--- src/hdl/whsm_pkg.sv ---
// shared widths, types and defaults for the height statistics merge block
package whsm_pkg;

    localparam int FRAC_BITS_DEF  = 16;
    localparam int COUNT_BITS_DEF = 16;

    localparam int GAP_W     = 31;
    localparam logic [GAP_W-1:0] GAP_RESET = 31'd65536;

    localparam int NUM_W     = 112;
    localparam int DEN_W     = 96;
    localparam int STEP_W    = 8;
    localparam int QUO_W     = 64;
    localparam int MUL_A_W   = 64;
    localparam int MUL_B_W   = 48;
    localparam int MUL_P_W   = MUL_A_W + MUL_B_W;
    localparam int SQ_W      = 64;
    localparam int RT_W      = 32;

    typedef struct packed {
        logic              start;
        logic [NUM_W-1:0]  num;
        logic [DEN_W-1:0]  den;
        logic [STEP_W-1:0] steps;
    } div_req_t;

    typedef struct packed {
        logic             done;
        logic [QUO_W-1:0] quot;
    } div_rsp_t;

    typedef struct packed {
        logic               start;
        logic [MUL_A_W-1:0] a;
        logic [MUL_B_W-1:0] b;
    } mul_req_t;

    typedef struct packed {
        logic               done;
        logic [MUL_P_W-1:0] prod;
    } mul_rsp_t;

    typedef struct packed {
        logic            start;
        logic [SQ_W-1:0] value;
    } sqrt_req_t;

    typedef struct packed {
        logic            done;
        logic [RT_W-1:0] root;
    } sqrt_rsp_t;

endpackage

--- src/hdl/whsm_sqrt.sv ---
// digit-by-digit integer square root, one result bit per cycle
module whsm_sqrt (
    input  logic                aclk,
    input  logic                aresetn,
    input  whsm_pkg::sqrt_req_t req,
    output whsm_pkg::sqrt_rsp_t rsp
);
    localparam int VW = whsm_pkg::SQ_W;
    localparam int CW = $clog2(VW / 2 + 1);

    logic          busy_reg;
    logic          done_reg;
    logic [CW-1:0] cnt_reg;
    logic [VW-1:0] v_reg;
    logic [VW-1:0] res_reg;
    logic [VW-1:0] bit_reg;

    logic [VW:0] trial;
    logic        ge;

    assign trial = {1'b0, res_reg} + {1'b0, bit_reg};
    assign ge    = {1'b0, v_reg} >= trial;

    always_ff @(posedge aclk) begin
        if (!aresetn) begin
            busy_reg <= 1'b0;
            done_reg <= 1'b0;
        end else begin
            done_reg <= 1'b0;
            if (req.start) begin
                busy_reg <= 1'b1;
            end else if (busy_reg && cnt_reg == CW'(1)) begin
                busy_reg <= 1'b0;
                done_reg <= 1'b1;
            end
        end
    end

    always_ff @(posedge aclk) begin
        if (req.start) begin
            v_reg   <= req.value;
            res_reg <= '0;
            bit_reg <= VW'(1) << (VW - 2);
            cnt_reg <= CW'(VW / 2);
        end else if (busy_reg) begin
            if (ge) begin
                v_reg   <= v_reg - trial[VW-1:0];
                res_reg <= (res_reg >> 1) + bit_reg;
            end else begin
                res_reg <= res_reg >> 1;
            end
            bit_reg <= bit_reg >> 2;
            cnt_reg <= cnt_reg - CW'(1);
        end
    end

    assign rsp.done = done_reg;
    assign rsp.root = res_reg[whsm_pkg::RT_W-1:0];

endmodule

--- config.mk ---
export PLATFORM = sky130hd
export DESIGN_NAME = whsm_sqrt
export DESIGN_NICKNAME = d
export VERILOG_FILES = /design/src/hdl/whsm_pkg.sv /design/src/hdl/whsm_sqrt.sv
export SDC_FILE = /design/constraint.sdc
export NUM_CORES = 1
export LEC_CHECK = 0
export ABC_AREA = 1
export BUFFER_PORTS_ARGS = -buffer_cell sky130_fd_sc_hd__buf_2
export CORE_MARGIN = 8
export CORE_UTILIZATION = 57
export CTS_CLUSTER_SIZE = 40
export DETAILED_ROUTE_END_ITERATION = 7
export PLACE_DENSITY = 0.78
export SLEW_MARGIN = 40
export SYNTH_ARGS = -nofsm -noshare
export SYNTH_HDL_FRONTEND = slang
export SYNTH_SLANG_ARGS = --single-unit
--- constraint.sdc ---
create_clock -name aclk -period 15.2 [get_ports aclk]
set_clock_uncertainty 0.05 [all_clocks]
set_input_delay 4.56 -clock aclk [delete_from_list [all_inputs] [get_ports aclk]]
set_output_delay 4.56 -clock aclk [all_outputs]
set_load 0.01 [all_outputs]
* Word-level counts from Yosys, hierarchy flattened *
Index checks and enable logic that the tools add are counted.

word-level totals
  bits in registers = 168
  output and inout port bits = 33

operators by class
  add/sub/neg operators = 4
  $lt $le $gt $ge = 1
  equality and inequality tests = 1
  mux-type cells = 7
  bitwise logic cells = 1
  reduce and logical (&&, ||, !) cells = 6

operator list
  operator                                                            count
  64-bit 2-to-1 mux                                                   4
  64-bit by 63-bit adder with 65-bit output                           1
  64-bit by 65-bit greater-or-equal comparator with 1-bit output      1
  63-bit by 63-bit adder with 64-bit output                           1
  64-bit subtractor                                                   1
  6-bit by 1-bit == test with 1-bit output, second input constant     1
  2-bit nonzero test                                                  3
  6-bit by 1-bit subtractor with 6-bit output, second input constant  1
  1-bit 2-to-1 mux                                                    3
  2-bit AND reduction                                                 1
  2-bit OR reduction                                                  1
  1-bit logical AND                                                   1
  1-bit inverter                                                      1

* Longest topological paths before layout *
  depth in word-level cells = 5
  mapped depth = 32
  depth with buffers taken out = 31

* Worst setup path before layout *
Ideal clock, no wire load.

  path kind = input port to flip-flop
  from = input req[64] in the netlist's numbering
  to = register v_reg[0] (enable)
  setup time = 524 ps
  arrival time = 8434 ps
  data required time = 14626 ps
  path slack = 6192 ps
  stages on the path = 3
  path through = clkinv_1 clkbuf_1 a31oi_1

between the ends
  cells in the longest elaborated chain, start to end = 2

ends and longest elaborated chain
  item                                      RTL line         source
  from (decl)                               whsm_sqrt.sv:5   input whsm_pkg::sqrt_req_t req,
  2-bit nonzero test (no source line)       n/a
  2-bit AND reduction (no source line) (*)  n/a
  to (signal assigned)                      whsm_sqrt.sv:41  v_reg <= req.value;
  to (signal assigned)                      whsm_sqrt.sv:47  v_reg <= v_reg - trial[VW-1:0];
  to (decl)                                 whsm_sqrt.sv:14  logic [VW-1:0] v_reg;

Mark *: on every way between the ends. The rest lies on a longest branch, timed or not.
A chain may end at the register's enable or synchronous reset.

* Worst setup path in the final report *
  from = input req[64] in the netlist's numbering
  to = register v_reg[47] (enable)

The elaborated chain is that of the path after synthesis.

==> out/qor.txt <==
run status: complete, no violations
GRT Util Overall: 0.3491
CTS-repair resized insts: 0
PwrDens: 161.7 nW/µm²
ranking of synthesized cells by area: nand2_1, dfxtp_1, edfxtp_1
largest net degree at the start of global routing: 95
Hold Crit Class: flip-flop to flip-flop
layout cell share with drive strength beyond 1: 0.07386
wire per inst: 19.32 µm
Seq/Total Area, Yosys: 0.2101
die height: 198.9 µm
slew margin rel.: 0.4212
Buf/Inv on CP: 2
Initial Util: 0.5742
drc violations: 0
final setup violation count: 0
Post-synth EDFFs: 64
maxcap violations: 0
port buffer count: 99
flops & latches, synth: 168
share of the synthesized area in the top cell type: 0.1570
Post-Layout Cell Count: 3616
max-slew violations: 0
Die Wd: 198.9 µm
WHS: 0.4452 ns
syn_nets: 3331
GP Congestion: 1.057
Num CTS Buffers: 17
fin area: 20190 µm²
Mapped Cells: 3131
CP Class: input pin to flip-flop
maximum vdd drop: 0.1412 mV
Final ANT Viol Nets: 0
H-tree levels: 4
root buffer cell: clkbuf_16
crit-path max FO: 64
Critical Path End Type: flip-flop
FFs w/ async S/R, synth: 0
Placed Instances: 3583
GRT met2 Usage: 0.5590
TritonCTS clock tree: built
met1 usage: 0.4494
initial antenna violation count: 0
vias in the first global route: 20160
final worst-path cycle share: 0.4050
RSZ-0062 raised after global routing: no
Layout area overhead: 5.934%
GR peak layer: met2
synth unique cells: 54
I/O pins: 100
DP Area: 19580 µm²
met3 Usage GRT: 0.04686
CTS Sinks: 168
Primary FF master, synth: dfxtp_1
Core Box Area: 33200 µm²
post-synthesis cell area: 19060 µm²
dominant cell type by area after synthesis: nand2_1
via/cell ratio: 5.873
Worst Max-Slew Pin Slew: 0.8591 ns
synth cell count leaders: nand2_1, inv_1, nor2_1, a21oi_1, nand3_1
clk_lat worst skew: 0.47 ns
worst path cell trace: buf_4 -> nor2_1 -> a31oi_4 -> buf_6
post-layout min period: 6.156 ns
full die area: 39550 µm²
synth warn: 0
first-pass iteration count of the detailed router: 6
number of antenna repair diodes: 0
Data arrival, critical path: 6.20 ns
critical path data required time: 15.24 ns
Clk pin slew, worst setup/hold paths: 0.08 ns
DR iter-0 viols: 2207
cell leakage power: 0.008832 µW
Critical Path Start Type: input pin
mean post-synth cell area: 6.088 µm²
Fmax: 162.4 MHz
Vias: 21240
top-count cell post-synth: nand2_1
Final Hold Fails: 0
fin nets: 3355
first-pass GRT wire length: 107600 µm
final wirelength: 69880 µm
Max Buffers Root-to-Sink: 2
DP Wirelength: 56150 µm
slowest library cell on the worst path: buf_6
Setup TNS Final: 0 ns
Post-CTS Hold Buffers: 0
row count: 67
Post-CTS Setup Bufs: 0
CP delay by family, top: buffers and inverters
total global routing overflow: 0
slowest stage delay, CP: 0.51 ns
## layout make-up
cell class / count / area (µm²)
Clock buffer: 17 / 425.4
Multi-Input combinational cell: 2425 / 12820
Inverter: 435 / 1633
Tap cell: 448 / 560.5
Timing Repair Buffer: 108 / 593.1
Sequential cell: 168 / 4005
Clock inverter: 15 / 153.9
Fill cell: 3372 / 13010
## layer usage
layer / part of all wire / wire [µm] / vias up
met2: 0.45 / 31220 / 1032
met3: 0.083 / 5781 / 185
li1: - / - / 10300
met1: 0.42 / 29020 / 9716
met4: 0.055 / 3857 / 0
met5: 0 / 0 / -
## per-stage QoR
| stage | util | power (µW) | setup WS, ns |
|---|---|---|---|
| floorplan | - | 2209 | 6.192 |
| global placement | 0.5896 | 2703 | 8.482 |
| detailed placement | 0.5899 | 2742 | 8.637 |
| CTS | 0.6073 | 3203 | 9.124 |
| global route | 0.6082 | 3500 | 8.692 |
| finish | 0.6082 | 3264 | 9.044 |
## report_power, final
part / leakage (µW) / internal, µW / switching, µW / total (µW)
Combinational: 0.00706 / 665 / 1400 / 2060
Clock: 0.000284 / 220 / 230 / 450
Sequential: 0.00149 / 627 / 127 / 754
## worst paths after layout
check	startpoint	to	slack [ns]	cells past startpoint
worst max-delay path	req[64]	v_reg[47]	9.04	4
worst max register to register	res_reg[24]	res_reg[50]	9.12	27
worst min-delay path	res_reg[0]	res_reg[0]	0.45	2
worst min register to register	res_reg[0]	res_reg[0]	0.45	2
## cell usage in the layout (no fill, tap or decap), types with 18 or more instances in the layout
| cell | count |
|---|---|
| nand2_1 | 797 |
| inv_1 | 425 |
| nor2_1 | 381 |
| a21oi_1 | 247 |
| nand3_1 | 218 |
| o21ai_0 | 214 |
| ha_1 | 132 |
| dfxtp_1 | 103 |
| buf_2 | 98 |
| xor2_1 | 72 |
| edfxtp_1 | 64 |
| xnor2_1 | 51 |
| nand4_1 | 40 |
| nand3_2 | 32 |
| o21bai_1 | 28 |
| nor3_1 | 26 |
| or2_2 | 24 |
| a21o_1 | 21 |
| o21ai_1 | 18 |
## worst min-delay path: stages (launching register included)
cell and delay [ns]:
dfxtp_1 0.33, nand2_1 0.07, a21oi_1 0.06
## kinds of logic after synthesis
family	synth area share
AOI/OAI and AO/OA	0.1730
adders and majority gates	0.08770
buffers and inverters	0.1184
DFF	0.2101
and+or+nand+nor	0.3543
xor gates and xnor gates	0.05652
(Power assumes the default switching activity.)
