===== src/hdl/whsm_pkg.sv =====
// shared widths, types and defaults for the height statistics merge block
package whsm_pkg;

    localparam int FRAC_BITS_DEF  = 16;
    localparam int COUNT_BITS_DEF = 16;

    localparam int GAP_W     = 31;
    localparam logic [GAP_W-1:0] GAP_RESET = 31'd65536;

    localparam int NUM_W     = 112;
    localparam int DEN_W     = 96;
    localparam int STEP_W    = 8;
    localparam int QUO_W     = 64;
    localparam int MUL_A_W   = 64;
    localparam int MUL_B_W   = 48;
    localparam int MUL_P_W   = MUL_A_W + MUL_B_W;
    localparam int SQ_W      = 64;
    localparam int RT_W      = 32;

    typedef struct packed {
        logic              start;
        logic [NUM_W-1:0]  num;
        logic [DEN_W-1:0]  den;
        logic [STEP_W-1:0] steps;
    } div_req_t;

    typedef struct packed {
        logic             done;
        logic [QUO_W-1:0] quot;
    } div_rsp_t;

    typedef struct packed {
        logic               start;
        logic [MUL_A_W-1:0] a;
        logic [MUL_B_W-1:0] b;
    } mul_req_t;

    typedef struct packed {
        logic               done;
        logic [MUL_P_W-1:0] prod;
    } mul_rsp_t;

    typedef struct packed {
        logic            start;
        logic [SQ_W-1:0] value;
    } sqrt_req_t;

    typedef struct packed {
        logic            done;
        logic [RT_W-1:0] root;
    } sqrt_rsp_t;

endpackage


===== src/hdl/whsm_div.sv =====
// bit-serial restoring divider, one quotient bit per cycle, saturating quotient
module whsm_div (
    input  logic                aclk,
    input  logic                aresetn,
    input  whsm_pkg::div_req_t  req,
    output whsm_pkg::div_rsp_t  rsp
);
    localparam int NW = whsm_pkg::NUM_W;
    localparam int DW = whsm_pkg::DEN_W;
    localparam int QW = whsm_pkg::QUO_W;

    logic                        busy_reg;
    logic                        done_reg;
    logic [whsm_pkg::STEP_W-1:0] cnt_reg;
    logic [NW-1:0]               num_reg;
    logic [DW-1:0]               den_reg;
    logic [DW-1:0]               rem_reg;
    logic [QW-1:0]               quo_reg;
    logic                        sat_reg;

    logic [DW:0] rs;
    logic [DW:0] diff;
    logic        ge;

    assign rs   = {rem_reg, num_reg[NW-1]};
    assign ge   = rs >= {1'b0, den_reg};
    assign diff = rs - {1'b0, den_reg};

    always_ff @(posedge aclk) begin
        if (!aresetn) begin
            busy_reg <= 1'b0;
            done_reg <= 1'b0;
        end else begin
            done_reg <= 1'b0;
            if (req.start) begin
                busy_reg <= 1'b1;
            end else if (busy_reg && cnt_reg == whsm_pkg::STEP_W'(1)) begin
                busy_reg <= 1'b0;
                done_reg <= 1'b1;
            end
        end
    end

    always_ff @(posedge aclk) begin
        if (req.start) begin
            num_reg <= req.num;
            den_reg <= req.den;
            rem_reg <= '0;
            quo_reg <= '0;
            sat_reg <= 1'b0;
            cnt_reg <= req.steps;
        end else if (busy_reg) begin
            num_reg <= {num_reg[NW-2:0], 1'b0};
            rem_reg <= ge ? diff[DW-1:0] : rs[DW-1:0];
            sat_reg <= sat_reg | quo_reg[QW-1];
            quo_reg <= {quo_reg[QW-2:0], ge};
            cnt_reg <= cnt_reg - whsm_pkg::STEP_W'(1);
        end
    end

    assign rsp.done = done_reg;
    assign rsp.quot = sat_reg ? {QW{1'b1}} : quo_reg;

endmodule


===== config.mk =====
export PLATFORM = sky130hd
export DESIGN_NAME = whsm_div
export DESIGN_NICKNAME = d
export VERILOG_FILES = /design/src/hdl/whsm_pkg.sv /design/src/hdl/whsm_div.sv
export SDC_FILE = /design/constraint.sdc
export NUM_CORES = 1
export LEC_CHECK = 0
export BUFFER_PORTS_ARGS = -buffer_cell sky130_fd_sc_hd__buf_2
export CAP_MARGIN = 25
export CORE_MARGIN = 2
export CORE_UTILIZATION = 50
export CTS_BUF_LIST = sky130_fd_sc_hd__clkbuf_16
export DETAILED_ROUTE_END_ITERATION = 6
export GPL_ROUTABILITY_DRIVEN = 0
export PLACE_DENSITY = 0.85
export SYNTH_ARGS = -nofsm -noshare
export SYNTH_HDL_FRONTEND = slang
export SYNTH_SLANG_ARGS = --single-unit

===== constraint.sdc =====
create_clock -name aclk -period 4.3 [get_ports aclk]
set_input_delay 0.86 -clock aclk [delete_from_list [all_inputs] [get_ports aclk]]
set_output_delay 0.86 -clock aclk [all_outputs]
set_load 0.01 [all_outputs]

Yosys cells after proc, flatten, opt, wreduce, memory -nomap -nowiden:

Cells that the tools add are included.

* flip-flop bits (word level): 379
* input bits: 219
* output and inout port bits: 65
* logic and storage cells: 27

* add/subtract/negate cells: 2
* order comparisons: 1
* equal/unequal tests: 1
* mux-type cells: 9
* bitwise operators: 2
* reductions and logical operators: 4

Operators by type and width (number)
* $mux W112: 2
* $ge A97 B96 Y1: 1
* $mux W96: 1
* $sub A96 B96 Y96: 1
* $mux W64: 1
* $mux W8: 2
* $eq A8 B1 Y1 const B: 1
* $sub A8 B1 Y8 const B: 1
* $reduce_bool A2 Y1: 2
* $mux W1: 3
* $reduce_or A2 Y1: 1
* $logic_and A1 B1 Y1: 1
* $not A1 Y1: 1
* $or A1 B1 Y1: 1

Logic depth before layout (Yosys ltp):

* depth in word-level cells: 4
* gate-level depth with buffers: 17
* mapped depth without buffers: 14

Worst setup path before layout:

OpenSTA, ideal clock, no wires.

* path kind: input port to flip-flop
* from: input req[216] in the netlist's numbering
* to: register cnt_reg[0] in the netlist's numbering, enable pin
* library setup time: 473 ps
* arrival: 3758 ps
* data required time: 3827 ps
* setup slack: 69 ps
* stages: 4
* path buffers: 2
* cells stage by stage: clkbuf_1 nor2_1 clkbuf_1 inv_1

* cells in the longest elaborated chain, start to end: 1

Ends and longest elaborated chain
* start: declaration: RTL line whsm_div.sv:5 `input whsm_pkg::div_req_t req,`
* $reduce_bool A2 Y1 (no source line)
* end signal: assignment: RTL line whsm_div.sv:51 `cnt_reg <= req.steps;`
* end signal: assignment: RTL line whsm_div.sv:57 `cnt_reg <= cnt_reg - whsm_pkg::STEP_W'(1);`
* end: declaration: RTL line whsm_div.sv:14 `logic [whsm_pkg::STEP_W-1:0] cnt_reg;`

Every way passes these cells.
A chain may end at the register's enable or synchronous reset.

Worst setup path after layout:

* from: register den_reg[52]
* to: register rem_reg[26]

* cells in the longest elaborated chain, start to end: 2

Ends and longest elaborated chain
* start: declaration: RTL line whsm_div.sv:16 `logic [DW-1:0] den_reg;`
* start signal: assignment: RTL line whsm_div.sv:47 `den_reg <= req.den;`
* $ge A97 B96 Y1: RTL line whsm_div.sv:26 `assign ge = rs >= {1'b0, den_reg};`
* $mux W96: RTL line whsm_div.sv:54 `rem_reg <= ge ? diff[DW-1:0] : rs[DW-1:0];`
* end signal: assignment: RTL line whsm_div.sv:54
* end: declaration: RTL line whsm_div.sv:17 `logic [DW-1:0] rem_reg;`

Every way passes these cells.

==> impl_metrics.yaml <==
synthesis:
  synthFlopType: "edfxtp_1"
  synth.most_common_cell: "nand2_1"
  yosysWarnings: 0
  syn_inst: 2259
  synth_top_family_by_area: "compound AO/OA/AOI/OAI gates"
  synth_edf_count: 216
  synth_cell_types: 84
  synthTopCellsByCount: "nand2_1, nor2_1, edfxtp_1"
  synth-seq-cells: 379
  async_reset_ff_frac: 0
  syn_area_mm2: 0.0217
  yosysTopAreaCellShare: 0.298
  synthSimpleGateAreaFrac: 0.158
  synth_compound_area_frac: 0.159
  ys_seq_area_frac: 0.449
  yosys.area.top_type: "edfxtp_1"
  avgSynthCellArea_um2: 9.62
  syn_nets: 2577
  yosys.area_share.adder: 0.0573
  muxShareOfSynthArea: 0.0898
  synthXorXnorAreaFrac: 0.0359
  synthTopCellsByArea: "edfxtp_1, dfxtp_1, mux2_2, ha_1, nand2_1"
final_layout:
  final_util: 0.580
  drive_gt1_frac: 0.229
  area_delta_synth_final_pct: 14.6
  final_cells: 3093
  nets: 2783
  largest_reg_flops: 112
  fin_area_mm2: 0.0249
die:
  die-area_mm2: 0.0452
  pin_count: 284
  rows: 76
  die_w_um: 213
  core_mm2: 0.0430
  start_util: 0.506
  die_h_um: 213
power:
  pwr-share-clk: 0.358
  swShare: 0.301
  switchingPower_mw: 3.05
  p_comb_frac: 0.218
  ir_drop_mv: 0.300
  leakagePower_nw: 10.8
  seqPwrFrac: 0.424
  powerDensity_mw_per_mm2: 406
  p_int_mw: 7.07
hold_path:
  hold_start: "req[36]"
  whs_path_depth: 1
  min_path_type: "input pin to register"
  worstHoldEndpoint: "den_reg[28]"
routing:
  wl_per_cell_um: 18.3
  drcViolationCount: 14
  final_antenna_net_count: 0
  viasPerCell: 5.89
  routed_wl_mm: 56.7
  drt_iter0_drc: 1612
  vias: 18200
  dr.pass1.iters: 7
critical_path:
  r2r_setup_slack_ns: 0.30
  worstPathRequired_ns: 4.78
  worstSetupStartpointType: "register"
  critPathBufInv: 2
  critPathMaxStageDelay_ns: 0.43
  regToRegStartpoint: "den_reg[52]"
  path_class: "register to register"
  reg2reg_to: "rem_reg[26]"
  slowest_stage: "o41ai_2"
  critPathCaptureType: "register"
  crit_arrival_ns: 4.48
  path_cells: "inv_1 -> ha_1 -> nand2_1 -> o21ai_1 -> a221oi_1 -> o21ai_1 -> a211oi_1 -> o41ai_2 -> o211ai_4 -> a211oi_4 -> or2_2 -> buf_12 -> nand2_1 -> a311oi_1"
  reg2regPathDepth: 14
  cp_top_family: "compound AO/OA/AOI/OAI gates"
  cp_max_fo: 65
placement:
  dp_hpwl_mm: 40.4
  dpl_cell_area_mm2: 0.0235
  placed_cells: 3006
  io_buffer_count: 283
grt:
  first_global_vias: 17600
  antenna_found_initial: 12
  grt_overflow: 0
  grt_max_degree: 218
  track_usage: 0.242
  grt_first_pass_wirelength_mm: 88.5
cts:
  post-cts-setup-buffers: 0
  clk_latency_ns: 0.59
  htree_levels: 2
  root_buffer: "clkbuf_16"
  clockBufferDepth: 3
  holdBufCountCts: 0
  clk_pin_slew_ns: 0.06
  clock_sinks: 379
  ctsResizeCount: 0
  cts_buffers: 42
  cts_tree: "built"
run_status:
  violations: "DRC"
  status: "finished, violations left"
sta:
  setup_viol: 0
  fin_skew_ns: 0.0236
  finalWorstPathRequiredPeriod_ns: 4.00
  fin_crit_sh: 0.930
  setup_tns_ns: 0
  relSlewSlack: 0.251
  tightest_slew_ns: 1.12
  fmax_mhz: 250
  hold_slack_ns: 0.447
  rsz0062_at_grt: "no"
  finalHoldViolCount: 0
  slew_viol_final: 0
run:
  cap_viol_max_count: 0
## layout by cell type (no fill, tap or decap), types with 47 or more instances in the layout
cell type  count
dfxtp_1      162
inv_1        124
a21oi_1      123
nor2_1       218
ha_1          98
buf_2        282
mux2_2       111
or2_2         68
nand2_1      261
xnor2_1       49
o21ai_0       74
mux2i_1       69
nand4_1       47
a21o_1        69
a311oi_1      70
edfxtp_1     216
## final cells by class
class / count / area (µm²)
Fill cell: 3625 / 18100
Clock buffer: 42 / 1050
Sequential cell: 379 / 9750
Clock inverter: 36 / 339
Tap cell: 585 / 732
Timing Repair Buffer: 308 / 1680
Inverter: 122 / 460
Multi-Input combinational cell: 1612 / 10900
Antenna cell: 9 / 22.5
## how the worst max path moves through the flow
stage / startpoint / endpoint / slack (ns) / cells past startpoint
finish: den_reg[52] / rem_reg[26] / 0.30 / 14
global route: den_reg[20] / rem_reg[71] / 0.07 / 14
CTS: den_reg[1] / rem_reg[71] / 0.26 / 14
detailed placement: den_reg[1] / rem_reg[71] / 0.32 / 14
global placement: den_reg[52] / rem_reg[71] / 0.45 / 14
floorplan: req[216] / cnt_reg[0] / 0.07 / 4
## kinds of logic (layout without fill, tap and decap cells)
family	Yosys count	in the layout
muxes	181	181
AOI/OAI and AO/OA	502	502
xor gates and xnor gates	89	89
adders and majority gates	99	99
DFF	379	379
buffers and inverters	268	508
other	0	9
and+or+nand+nor	741	741
## metal layers
| metal | up-vias | global-route usage | wire length (µm) |
|---|---|---|---|
| met4 | 6 | 0.128 | 2740 |
| met2 | 796 | 0.395 | 26800 |
| met1 | 8660 | 0.300 | 22600 |
| met5 | - | 0 | 33 |
| li1 | 8570 | - | - |
| met3 | 194 | 0.0548 | 4580 |
## power by group through the flow
| stage | Sequential [mW] | Clock, mW | Combinational (mW) |
|---|---|---|---|
| after global placement | 4.35 | 0 | 2.08 |
| after global routing | 4.32 | 3.83 | 2.41 |
| final | 4.29 | 3.63 | 2.21 |
| after CTS | 4.29 | 3.70 | 2.16 |
| after detailed placement | 4.36 | 0 | 2.14 |
| after floorplan | 4.32 | 0 | 1.62 |
## per-stage QoR
stage / setup slack, ns / power [mW]
final: 0.300 / 10.1
after global routing: 0.0700 / 10.6
after CTS: 0.256 / 10.1
after detailed placement: 0.321 / 6.50
after global placement: 0.453 / 6.43
after floorplan: 0.0691 / 5.94
Power figures use the tool's default switching activity.
