===== config.mk =====
export PLATFORM = sky130hd
export DESIGN_NAME = whsm_mul
export DESIGN_NICKNAME = d
export VERILOG_FILES = /design/src/hdl/whsm_pkg.sv /design/src/hdl/whsm_mul.sv
export SDC_FILE = /design/constraint.sdc
export NUM_CORES = 1
export LEC_CHECK = 0
export BUFFER_PORTS_ARGS = -buffer_cell sky130_fd_sc_hd__buf_2
export CAP_MARGIN = 0
export CORE_UTILIZATION = 40
export DETAILED_ROUTE_END_ITERATION = 6
export SYNTH_ARGS = -nofsm -noshare
export SYNTH_HDL_FRONTEND = slang
export SYNTH_SLANG_ARGS = --single-unit

===== constraint.sdc =====
create_clock -name aclk -period 5 [get_ports aclk]
set_clock_uncertainty 0.1 [all_clocks]
set_input_delay 1.25 -clock aclk [delete_from_list [all_inputs] [get_ports aclk]]
set_output_delay 1.25 -clock aclk [all_outputs]
set_load 0.05 [all_outputs]

===== src/hdl/whsm_pkg.sv =====
// shared widths, types and defaults for the height statistics merge block
package whsm_pkg;

    localparam int FRAC_BITS_DEF  = 16;
    localparam int COUNT_BITS_DEF = 16;

    localparam int GAP_W     = 31;
    localparam logic [GAP_W-1:0] GAP_RESET = 31'd65536;

    localparam int NUM_W     = 112;
    localparam int DEN_W     = 96;
    localparam int STEP_W    = 8;
    localparam int QUO_W     = 64;
    localparam int MUL_A_W   = 64;
    localparam int MUL_B_W   = 48;
    localparam int MUL_P_W   = MUL_A_W + MUL_B_W;
    localparam int SQ_W      = 64;
    localparam int RT_W      = 32;

    typedef struct packed {
        logic              start;
        logic [NUM_W-1:0]  num;
        logic [DEN_W-1:0]  den;
        logic [STEP_W-1:0] steps;
    } div_req_t;

    typedef struct packed {
        logic             done;
        logic [QUO_W-1:0] quot;
    } div_rsp_t;

    typedef struct packed {
        logic               start;
        logic [MUL_A_W-1:0] a;
        logic [MUL_B_W-1:0] b;
    } mul_req_t;

    typedef struct packed {
        logic               done;
        logic [MUL_P_W-1:0] prod;
    } mul_rsp_t;

    typedef struct packed {
        logic            start;
        logic [SQ_W-1:0] value;
    } sqrt_req_t;

    typedef struct packed {
        logic            done;
        logic [RT_W-1:0] root;
    } sqrt_rsp_t;

endpackage


===== src/hdl/whsm_mul.sv =====
// shift-add multiplier, one multiplier bit per cycle
module whsm_mul (
    input  logic                aclk,
    input  logic                aresetn,
    input  whsm_pkg::mul_req_t  req,
    output whsm_pkg::mul_rsp_t  rsp
);
    localparam int AW = whsm_pkg::MUL_A_W;
    localparam int BW = whsm_pkg::MUL_B_W;
    localparam int PW = whsm_pkg::MUL_P_W;
    localparam int CW = $clog2(BW + 1);

    logic          busy_reg;
    logic          done_reg;
    logic [CW-1:0] cnt_reg;
    logic [AW-1:0] a_reg;
    logic [BW-1:0] b_reg;
    logic [PW-1:0] p_reg;

    logic [AW:0] sum;

    assign sum = {1'b0, p_reg[PW-1:BW]} + (b_reg[0] ? {1'b0, a_reg} : '0);

    always_ff @(posedge aclk) begin
        if (!aresetn) begin
            busy_reg <= 1'b0;
            done_reg <= 1'b0;
        end else begin
            done_reg <= 1'b0;
            if (req.start) begin
                busy_reg <= 1'b1;
            end else if (busy_reg && cnt_reg == CW'(1)) begin
                busy_reg <= 1'b0;
                done_reg <= 1'b1;
            end
        end
    end

    always_ff @(posedge aclk) begin
        if (req.start) begin
            a_reg   <= req.a;
            b_reg   <= req.b;
            p_reg   <= '0;
            cnt_reg <= CW'(BW);
        end else if (busy_reg) begin
            p_reg   <= {sum, p_reg[BW-1:1]};
            b_reg   <= {1'b0, b_reg[BW-1:1]};
            cnt_reg <= cnt_reg - CW'(1);
        end
    end

    assign rsp.done = done_reg;
    assign rsp.prod = p_reg;

endmodule


-- After elaboration in Yosys (flattened, before gate mapping)
Cells that the tools add are included.
- $add $sub $neg: 2
- equal/unequal tests: 1
- multiplexer cells: 6
- bitwise gates (word level): 1
- reduce and logical (&&, ||, !) cells: 4
- operator list (operator ; number):
    2-to-1 mux 48 bit ; 2
    adder 64 x 64 -> 65 bit ; 1
    2-to-1 mux 64 bit ; 1
    == test 6 x 1 -> 1 bit, second input constant ; 1
    subtractor 6 x 1 -> 6 bit, second input constant ; 1
    nonzero test 2 bit ; 2
    2-to-1 mux 1 bit ; 3
    OR reduction 2 bit ; 1
    logical AND 1 bit ; 1
    inverter 1 bit ; 1
- register bits after elaboration: 232
- input port bits: 115
- output and inout bits: 113
- word-level logic and storage cells: 20

-- Depth between registers and ports, before layout
Gate-level depths: netlist of the first run.
- depth in word-level cells: 4
- gate-level depth with buffers: 15

-- Least setup slack after synthesis of the first run
Ideal clock, no wire load.
- path kind: reg-to-reg
- start: reg b_reg[0]
- end: reg p_reg[105]
- setup time: 0.117 ns
- data arrival time: 3.188 ns
- path slack: 1.595 ns
- cell stages (with the launch flop): 15
- clock period less this slack: 3.405 ns
- cell sequence: edfxtp_1 clkbuf_1 clkbuf_1 and2_1 ha_1 and2_4 a221oi_2 a21oi_2 o2111ai_2 a21oi_2 or4_4 nand4_4 a2111oi_2 or3_1 a32o_1
- longest elaborated chain between the ends: 2
- ends and longest elaborated chain (item ; line ; RTL):
    start: declaration ; whsm_mul.sv:17 ; logic [BW-1:0] b_reg;
    start signal: assignment ; whsm_mul.sv:42 ; b_reg <= req.b;
    start signal: assignment ; whsm_mul.sv:47 ; b_reg <= {1'b0, b_reg[BW-1:1]};
    2-to-1 mux 64 bit ; whsm_mul.sv:22 ; assign sum = {1'b0, p_reg[PW-1:BW]} + (b_reg[0] ? {1'b0, a_reg} : '0);
    adder 64 x 64 -> 65 bit ; whsm_mul.sv:22 ;
    end signal: assignment ; whsm_mul.sv:46 ; p_reg <= {sum, p_reg[BW-1:1]};
    end: declaration ; whsm_mul.sv:18 ; logic [PW-1:0] p_reg;
No other way between the ends.
A chain may end at the register's enable or synchronous reset.

-- Worst setup path in the final report of the first run
- start: reg b_reg[0]
- end: reg p_reg[106]
The elaborated chain is that of the path after synthesis.

==> results.json, run 1 <==
{
  "peak_supply_drop_uv": 287,
  "grt_setup_unrepaired": "no",
  "gr-usage-all-layers_pct": 19.8,
  "die-height_um": 177,
  "cts.htree.levels": 1,
  "final-hold-violation-count": 0,
  "placement_rows": 63,
  "globalRouteOverflowTotal": 0,
  "path_max_fanout": 44,
  "wire_per_inst_um": 17.3,
  "routability_cong": 0.907,
  "synth-compound-area-share_pct": 13.9,
  "setup-tns-final_ns": 0,
  "fp.coreArea_um2": 29900,
  "critical_path_class": "register to register",
  "synthesis.nets": 1369,
  "stdcell_count": 1796,
  "max_cap_viol_count": 0,
  "tritoncts_num_sinks": 232,
  "die_area_um2": 31300,
  "synthesis.yosys.warnings": 0,
  "fp.dieW_um": 177,
  "ys_seq_elements": 232,
  "port_buffers": 227,
  "syn-instance-count": 1187,
  "synth_top_family_by_area": "simple AND/OR/NAND/NOR gates",
  "synth_async_sr_flop_share_pct": 0,
  "post-route-min-period_ns": 3.89,
  "ios": 228,
  "cts_tree": "done",
  "worst_slew_pin_slew_ns": 0.993,
  "drc": 0,
  "post-place-cells": 1743,
  "finalSetupViolCount": 0,
  "clock_insertion_delay_worst_skew_ns": 0.56,
  "cts_buffers": 27,
  "synth_cell_type_count": 74,
  "clock_tree_root_driver_cell": "sky130_fd_sc_hd__clkbuf_16",
  "worst_hold_path_type": "register to register",
  "first_global_vias": 9372,
  "synth_top_flop_cell": "sky130_fd_sc_hd__dfxtp_1",
  "endpoint_kind": "register",
  "synth-simple-area-share_pct": 14.3,
  "dp_hpwl_um": 22300,
  "drt.antenna.violating_nets": 0,
  "starting_density_of_the_core_pct": 40.9,
  "post_synth_xor_xnor_area_pct": 4.37,
  "post_cts.repair.setup_buffers": 0,
  "initialDrtViolationCount": 450,
  "number_of_iterations_in_the_first_detailed_routing_pass": 5,
  "via_density": 5.23,
  "synth.mux.area_fraction_pct": 9.89,
  "finalNetCount": 1564,
  "pwr_density_cell_nw_per_um2": 347,
  "max_freq_mhz": 257,
  "grt_start_max_net_pins": 80,
  "route.vias.total": 9393,
  "report.power.total_mw": 5.01,
  "share_of_final_layout_standard_cells_stronger_than_drive_strength_1_pct": 25.2,
  "cts.reportedPaths.clkPinSlew_ns": 0.06,
  "largest_register_ff_count": 112,
  "clock_tree.buffer_depth": 3,
  "placement_stage_worst_setup_slack_ns": 1.14,
  "syn_to_final_growth_pct": 18.0,
  "synth_sequential_area_ratio_pct": 47.1,
  "post-route-period-util_pct": 77.8,
  "final.setup.worst_slack_ns": 1.11,
  "worst_setup_path_start_kind": "register",
  "layout_commonest_cell": "sky130_fd_sc_hd__buf_2",
  "wirelength_um": 31100,
  "netlist_area_um2": 12200,
  "slew_headroom_pct": 33.8,
  "initial_antenna_violation_count": 9,
  "worst_ep_required_time_ns": 5.33,
  "run_status": "complete, no violations",
  "grt_pass1_wl_um": 49500,
  "ctsResizeCount": 0,
  "hold_buffers": 0,
  "leakagePower_nw": 6.29,
  "critical_path_arrival_ns": 4.22,
  "final-max-slew-violation-count": 0,
  "most-common-layout-cells": "sky130_fd_sc_hd__buf_2, sky130_fd_sc_hd__dfxtp_1, sky130_fd_sc_hd__edfxtp_1, sky130_fd_sc_hd__nor2_1, sky130_fd_sc_hd__nand2_1",
  "synth_fa_ha_area_share_pct": 6.92,
  "syn_area_per_cell_um2": 10.3,
  "hold_slack_ns": 0.379,
  "synth_edf_count": 112
}
[final timing paths]
check,start,endpoint,slack (ns),cells past startpoint
min reg2reg,p_reg[108]$_SDFFE_PP0P_,p_reg[108]$_SDFFE_PP0P_,0.38,2
max reg2reg,b_reg[0]$_DFFE_PP_,p_reg[106]$_SDFFE_PP0P_,1.11,13
min,p_reg[108]$_SDFFE_PP0P_,p_reg[108]$_SDFFE_PP0P_,0.38,2
max,b_reg[0]$_DFFE_PP_,p_reg[106]$_SDFFE_PP0P_,1.11,13
[metrics by stage]
step | utilization [%] | cell area [um2]
global route | 48.3 | 14400
detailed placement | 45.5 | 13600
CTS | 48.3 | 14400
global placement | 45.5 | 13600
finish | 48.3 | 14400
floorplan | - | 12200
[where the power goes]
part	internal, mW	switching [mW]
Sequential	2.14	0.0776
Combinational	0.340	0.598
Clock	1.04	0.814
Total	3.52	1.49
[layer usage]
layer / global-route usage [%] / routed length, um / vias to the layer above
met1: 25.7 / 14100 / 4381
met2: 31.2 / 13400 / 275
met3: 6.64 / 2620 / 60
met5: 0 / 74 / -
li1: - / - / 4667
met4: 5.68 / 822 / 10
[layout make-up]
| class | count | area, um2 |
|---|---|---|
| fillers | 2825 | 15400 |
| repair buffers | 236 | 1220 |
| well taps | 390 | 488 |
| diodes | 3 | 7.51 |
| inverters | 19 | 71.3 |
| flip-flops and latches | 232 | 5770 |
| multi-input cells | 866 | 6050 |
| clock inverters | 13 | 83.8 |
| clock buffers | 37 | 743 |
[Yosys cell counts (all sizes together) (19+ instances only)]
master / count / area (um2)
o21ai: 83 / 415
xor2: 25 / 219
and2: 70 / 440
inv: 19 / 71.3
a21o: 38 / 290
dfxtp: 120 / 2400
xnor2: 36 / 315
a21oi: 82 / 422
nand2: 90 / 338
mux2i: 68 / 681
edfxtp: 112 / 3360
mux2: 47 / 529
clkbuf: 54 / 246
ha: 66 / 826
nand4: 20 / 140
nor2: 111 / 417
[kinds of logic after synthesis]
kind of cell / count (synthesis)
buffers and inverters: 89
flip-flops: 232
multiplexers: 115
AND/OR/NAND/NOR: 356
XOR/XNOR: 61
adder cells (fa/ha/maj): 67
AO/OA/AOI/OAI: 267
[worst max-delay path: stages, from the launching register on]
cell and delay [ns]:
sky130_fd_sc_hd__edfxtp_1 0.32, sky130_fd_sc_hd__buf_4 0.38, sky130_fd_sc_hd__and2_1 0.21, sky130_fd_sc_hd__ha_1 0.30, sky130_fd_sc_hd__and2_0 0.28, sky130_fd_sc_hd__a211oi_1 0.27, sky130_fd_sc_hd__o21ai_0 0.14, sky130_fd_sc_hd__a211o_1 0.33
sky130_fd_sc_hd__a221oi_2 0.34, sky130_fd_sc_hd__a21oi_1 0.13, sky130_fd_sc_hd__nor3b_2 0.39, sky130_fd_sc_hd__o21ai_1 0.19, sky130_fd_sc_hd__a221oi_2 0.26, sky130_fd_sc_hd__o21ai_1 0.09
Power figures use the tool's default switching activity.
==> run 2: changes to the inputs <==
clock period = 3.5 ns   (was 5 ns; I/O delays follow)
==> run 2 against run 1 <==
Effect of this change: the flow now finishes with violations (setup timing); worst setup slack lost 1.2 ns; non-clock buffer count rose by 141; final cell count rose by 7.9%; combinational power increased by 77%; sequential power grew 43%; utilization grew 5.8 points; sequential cell count did not move; clock power increased by 51%; die area is the same.
==> results.json, run 2 (synthesis results as in run 1) <==
{
  "dp_hpwl_um": 22900,
  "worst_setup_path_startpoint": "b_reg[0]$_DFFE_PP_",
  "worstReg2RegEnd": "p_reg[105]$_SDFFE_PP0P_",
  "slew_headroom_pct": 60.3,
  "most-common-layout-cells": "sky130_fd_sc_hd__buf_2, sky130_fd_sc_hd__buf_4, sky130_fd_sc_hd__dfxtp_1, sky130_fd_sc_hd__edfxtp_1, sky130_fd_sc_hd__nor2_1",
  "run_status": "finished, violations left",
  "cts.reportedPaths.clkPinSlew_ns": 0.06,
  "cts.htree.levels": 1,
  "wire_per_inst_um": 16.8,
  "cts_tree": "done",
  "critical_path_arrival_ns": 3.92,
  "filler_cell_count": 2675,
  "grt_start_max_net_pins": 72,
  "critPathCapture": "p_reg[105]$_SDFFE_PP0P_",
  "hold_slack_ns": 0.379,
  "post-route-period-util_pct": 102,
  "placed_area_um2": 14600,
  "layout_commonest_cell": "sky130_fd_sc_hd__buf_2",
  "leakagePower_nw": 7.09,
  "number_of_iterations_in_the_first_detailed_routing_pass": 5,
  "final.setup.worst_slack_ns": -0.0667,
  "finalSetupViolCount": 1,
  "fp.coreArea_um2": 29900,
  "route.vias.total": 9982,
  "max_cap_viol_count": 0,
  "ios": 228,
  "placement_rows": 63,
  "clock_tree.buffer_depth": 3,
  "layout.cell_area.non_filler_um2": 16200,
  "wirelength_um": 32600,
  "drt.antenna.violating_nets": 0,
  "syn_to_final_growth_pct": 32.1,
  "worst_r2r_startpoint": "b_reg[0]$_DFFE_PP_",
  "stdcell_count": 1937,
  "initialDrtViolationCount": 445,
  "r2r.worst_path.cells": 15,
  "largest_register_ff_count": 112,
  "port_buffers": 227,
  "worst_slew_pin_slew_ns": 0.596,
  "path_max_fanout": 7,
  "worst_hold_path_type": "register to register",
  "violations": "setup timing",
  "tritoncts_num_sinks": 232,
  "die_area_um2": 31300,
  "share_of_final_layout_standard_cells_stronger_than_drive_strength_1_pct": 36.5,
  "report.power.total_mw": 7.64,
  "initial_antenna_violation_count": 7,
  "max_freq_mhz": 280,
  "finalNetCount": 1705,
  "globalRouteOverflowTotal": 0,
  "fp.dieW_um": 177,
  "post-route-min-period_ns": 3.57,
  "peak_supply_drop_uv": 357,
  "timing.reg2reg.setup_slack_ns": -0.07,
  "post-place-cells": 1872,
  "drc": 0,
  "hold_depth": 2,
  "cts_buffers": 27,
  "routability_cong": 0.886,
  "gr-usage-all-layers_pct": 20.7,
  "starting_density_of_the_core_pct": 40.9,
  "clock_tree_root_driver_cell": "sky130_fd_sc_hd__clkbuf_16",
  "clock_insertion_delay_worst_skew_ns": 0.56,
  "final-max-slew-violation-count": 0,
  "critical_path_class": "register to register",
  "grt_pass1_wl_um": 52300,
  "worst_setup_path_start_kind": "register",
  "first_global_vias": 10000,
  "die-height_um": 177,
  "grt_setup_unrepaired": "yes",
  "worst_ep_required_time_ns": 3.85,
  "hold_buffers": 0,
  "pwr_density_cell_nw_per_um2": 473,
  "final-hold-violation-count": 0,
  "endpoint_kind": "register",
  "via_density": 5.15
}
## run 2: cell types whose count changed in the layout (fill, tap and decap cells not counted), moves of 4 or more
cell / previous run / this run
sky130_fd_sc_hd__o21ai_1: 4 / 18
sky130_fd_sc_hd__and2_1: 67 / 63
sky130_fd_sc_hd__ha_4: 0 / 14
sky130_fd_sc_hd__a21oi_2: 3 / 16
sky130_fd_sc_hd__and2_4: 1 / 6
sky130_fd_sc_hd__o21ai_0: 79 / 60
sky130_fd_sc_hd__o21ai_2: 0 / 5
sky130_fd_sc_hd__a21oi_1: 79 / 62
sky130_fd_sc_hd__ha_1: 66 / 48
sky130_fd_sc_hd__ha_2: 0 / 4
sky130_fd_sc_hd__buf_4: 8 / 142
sky130_fd_sc_hd__a21oi_4: 0 / 4
## run 2: where the power goes
part	switching (mW)	leakage [nW]	total (mW)	internal, mW
combinational	0.950	4.57	1.66	0.710
clock	1.16	0.439	2.81	1.65
sequential	0.112	2.08	3.17	3.06
total	2.22	7.09	7.64	5.42
## run 2: per-layer routing
metal	global-route usage (%)	up-vias	share of wire, %
met1	26.8	4697	45
li1	-	4960	-
met3	6.57	52	8.0
met4	4.53	10	2.1
met5	0	-	0.19
met2	33.7	263	45
## run 2: repair_timing
action                                  in CTS  in global routing
buffers inserted                             5                  8
endpoints found under the setup margin      20                 31
cloned                                       2                  0
resized for setup                           38                 74
pin swaps                                   17                 28
## run 2: stage by stage
stage	setup WS (ns)	utilization, %	setup TNS (ns)
3_3_place_gp	-0.150	48.9	-0.456
5_1_grt	-0.212	54.1	-1.78
6_report	-0.0667	54.1	-0.0667
3_5_place_dp	-0.209	48.9	-1.81
4_1_cts	-0.0838	52.8	-0.155
2_1_floorplan	0.0946	-	0
## run 2: critical path, cell delays in order, from the launching register on
cell and delay [ns]:
sky130_fd_sc_hd__edfxtp_1 0.38, sky130_fd_sc_hd__buf_6 0.16, sky130_fd_sc_hd__buf_12 0.14, sky130_fd_sc_hd__and2_4 0.16, sky130_fd_sc_hd__ha_4 0.16, sky130_fd_sc_hd__fa_2 0.35, sky130_fd_sc_hd__a21o_4 0.22, sky130_fd_sc_hd__nand3_4 0.07
sky130_fd_sc_hd__a21oi_4 0.08, sky130_fd_sc_hd__o2111ai_4 0.27, sky130_fd_sc_hd__a21oi_4 0.09, sky130_fd_sc_hd__or4_4 0.52, sky130_fd_sc_hd__nand4_4 0.13, sky130_fd_sc_hd__a2111oi_4 0.08, sky130_fd_sc_hd__or3_1 0.31, sky130_fd_sc_hd__a32o_1 0.24
## run 2: final cells by class
| class | instances | area [um2] | share of cell area, % |
|---|---|---|---|
| repair buffers | 377 | 2370 | 14.7 |
| multi-input cells | 866 | 6580 | 40.7 |
| diodes | 3 | 7.51 | 0.0465 |
| clock inverters | 11 | 126 | 0.782 |
| inverters | 19 | 71.3 | 0.441 |
| clock buffers | 39 | 753 | 4.66 |
| well taps | 390 | 488 | 3.02 |
| flip-flops and latches | 232 | 5770 | 35.7 |
## run 2: worst min-delay path by stage
stage,slack [ns],endpoint,start
2_1_floorplan,0.36,cnt_reg[5]$_SDFFE_PP1P_,cnt_reg[5]$_SDFFE_PP1P_
6_report,0.38,p_reg[84]$_SDFFE_PP0P_,p_reg[84]$_SDFFE_PP0P_
4_1_cts,0.37,a_reg[62]$_DFFE_PP_,req[110]
3_3_place_gp,0.37,p_reg[93]$_SDFFE_PP0P_,p_reg[93]$_SDFFE_PP0P_
3_5_place_dp,0.37,p_reg[97]$_SDFFE_PP0P_,p_reg[97]$_SDFFE_PP0P_
5_1_grt,0.37,a_reg[58]$_DFFE_PP_,req[106]
==> run 3: changes to the inputs <==
clock period = 4.2 ns   (was 3.5 ns; I/O delays follow)
==> run 3 against run 2 <==
Effect of this change: critical path depth down 2; die area unchanged; the run now ends clean; utilization down 5.5 points; sequential cell count unchanged; register-to-register slack better by 0.49 ns; sequential share of layout area up 4.0 points; clock power down 16%.
==> results.json, run 3 (synthesis results as in run 1) <==
{
  "post-route-period-util_pct": 89.9,
  "post_cts.repair.setup_buffers": 0,
  "initialDrtViolationCount": 399,
  "wirelength_um": 30400,
  "port_buffers": 227,
  "final_util_pct": 48.6,
  "routability_cong": 0.884,
  "largest_register_ff_count": 112,
  "drt.antenna.violating_nets": 0,
  "placement_rows": 63,
  "final-hold-violation-count": 0,
  "layout_commonest_cell": "sky130_fd_sc_hd__buf_2",
  "initial_antenna_violation_count": 8,
  "tritoncts_num_sinks": 232,
  "setup-tns-final_ns": 0,
  "clock_tree_root_driver_cell": "sky130_fd_sc_hd__clkbuf_16",
  "post-route-min-period_ns": 3.77,
  "worst_slew_pin_slew_ns": 1.12,
  "via_density": 5.16,
  "slew_headroom_pct": 25.0,
  "drc": 0,
  "grt_setup_unrepaired": "no",
  "gr-usage-all-layers_pct": 19.3,
  "first_global_vias": 9212,
  "hold_depth": 2,
  "critPathMaxStageDelay_ns": 0.41,
  "ios": 228,
  "cp_slowest_cell": "sky130_fd_sc_hd__edfxtp_1",
  "worst_hold_path_type": "register to register",
  "cts.htree.levels": 1,
  "wire_per_inst_um": 16.9,
  "fp.dieW_um": 177,
  "finalSetupViolCount": 0,
  "max_freq_mhz": 265,
  "worstReg2RegEnd": "p_reg[106]$_SDFFE_PP0P_",
  "final-max-slew-violation-count": 0,
  "pwr_density_cell_nw_per_um2": 421,
  "die_area_um2": 31300,
  "path_max_fanout": 64,
  "worst_hold_path.endpoint": "p_reg[96]$_SDFFE_PP0P_",
  "starting_density_of_the_core_pct": 40.9,
  "endpoint_kind": "register",
  "max_cap_viol_count": 0,
  "route.vias.total": 9276,
  "timing.reg2reg.setup_slack_ns": 0.43,
  "cts_tree": "done",
  "grt_start_max_net_pins": 97,
  "clock_insertion_delay_worst_skew_ns": 0.54,
  "share_of_final_layout_standard_cells_stronger_than_drive_strength_1_pct": 25.1,
  "r2r.worst_path.cells": 13,
  "worst_r2r_startpoint": "b_reg[0]$_DFFE_PP_",
  "number_of_iterations_in_the_first_detailed_routing_pass": 5,
  "grt_pass1_wl_um": 48500,
  "run_status": "complete, no violations",
  "filler_cell_count": 2861,
  "crit_chain": "buf_12 -> and2_1 -> ha_1 -> and3_4 -> and3_4 -> a311oi_4 -> o32ai_2 -> a221oi_2 -> a21oi_1 -> nor3b_2 -> o21ai_1 -> a221oi_2 -> o21ai_1",
  "hold_slack_ns": 0.380,
  "fp.coreArea_um2": 29900,
  "critical_path_arrival_ns": 4.10,
  "globalRouteOverflowTotal": 0,
  "leakagePower_nw": 6.34,
  "hold_path.startpoint": "p_reg[96]$_SDFFE_PP0P_",
  "cts.reportedPaths.clkPinSlew_ns": 0.06,
  "worst_setup_path_startpoint": "b_reg[0]$_DFFE_PP_",
  "worst_ep_required_time_ns": 4.53,
  "hold_buffers": 0,
  "dp_hpwl_um": 22200,
  "ctsResizeCount": 0,
  "syn_to_final_growth_pct": 18.8,
  "cts_buffers": 27,
  "critical_path_class": "register to register",
  "clock_tree.buffer_depth": 3,
  "most-common-layout-cells": "sky130_fd_sc_hd__buf_2, sky130_fd_sc_hd__dfxtp_1, sky130_fd_sc_hd__edfxtp_1, sky130_fd_sc_hd__nor2_1, sky130_fd_sc_hd__nand2_1",
  "finalNetCount": 1566,
  "worst_setup_path_start_kind": "register",
  "die-height_um": 177,
  "peak_supply_drop_uv": 283
}
==> run 3: changes by cell type in the layout (fill, tap and decap cells not counted), moves of 5 or more <==
| cell | previous run | this run |
|---|---|---|
| sky130_fd_sc_hd__a21oi_1 | 62 | 79 |
| sky130_fd_sc_hd__o21ai_0 | 60 | 79 |
| sky130_fd_sc_hd__ha_4 | 14 | 0 |
| sky130_fd_sc_hd__a21oi_2 | 16 | 3 |
| sky130_fd_sc_hd__ha_1 | 48 | 66 |
| sky130_fd_sc_hd__o21ai_2 | 5 | 0 |
| sky130_fd_sc_hd__and2_4 | 6 | 1 |
| sky130_fd_sc_hd__o21ai_1 | 18 | 4 |
| sky130_fd_sc_hd__clkinv_1 | 1 | 9 |
| sky130_fd_sc_hd__buf_4 | 142 | 9 |
==> run 3: critical path: cells and delay by family (launching register included) <==
family	cells	cell delay [ns]
AO/OA/AOI/OAI	7	1.62
adder cells (fa/ha/maj)	1	0.34
buffers and inverters	1	0.21
flip-flops	1	0.41
AND/OR/NAND/NOR	4	0.95
==> run 3: metrics by stage <==
stage	setup WS, ns	std cells	area, um2	total power, mW
6_report	0.426	1798	14500	6.12
5_1_grt	0.0142	1795	14500	6.40
4_1_cts	0.292	1794	14500	6.21
3_5_place_dp	0.391	1745	13600	3.81
3_3_place_gp	0.500	1745	13600	3.81
2_1_floorplan	0.795	1187	12200	3.51
==> run 3: how the worst max path moves through the flow <==
stage                         endpoint  slack (ns)  cells past startpoint
6_report       p_reg[106]$_SDFFE_PP0P_        0.43                     13
5_1_grt        p_reg[111]$_SDFFE_PP0P_        0.01                     12
4_1_cts        p_reg[111]$_SDFFE_PP0P_        0.29                     13
3_5_place_dp   p_reg[106]$_SDFFE_PP0P_        0.39                     13
3_3_place_gp   p_reg[106]$_SDFFE_PP0P_        0.50                     13
2_1_floorplan  p_reg[105]$_SDFFE_PP0P_        0.79                     14
==> run 3: layout make-up <==
type / instances / area, um2 / share of cell area, %
antenna: 4 / 10.0 / 0.0689
tap: 390 / 488 / 3.36
clock inverter: 18 / 201 / 1.39
timing repair buffer: 238 / 1250 / 8.60
sequential: 232 / 5770 / 39.7
clock buffer: 31 / 691 / 4.75
multi-input combinational: 866 / 6050 / 41.6
inverter: 19 / 71.3 / 0.491
==> run 3: metal layers <==
layer,vias up,routed length (um),global-route usage [%]
met5,-,35,0
met4,6,616,4.56
met3,47,2880,7.45
met2,257,13200,30.2
met1,4312,13700,25.1
li1,4654,-,-
==> run 3: power by group <==
group | internal [mW] | leakage [nW] | switching [mW]
registers | 2.55 | 2.08 | 0.0891
clock network | 1.43 | 0.434 | 0.936
logic | 0.410 | 3.82 | 0.710
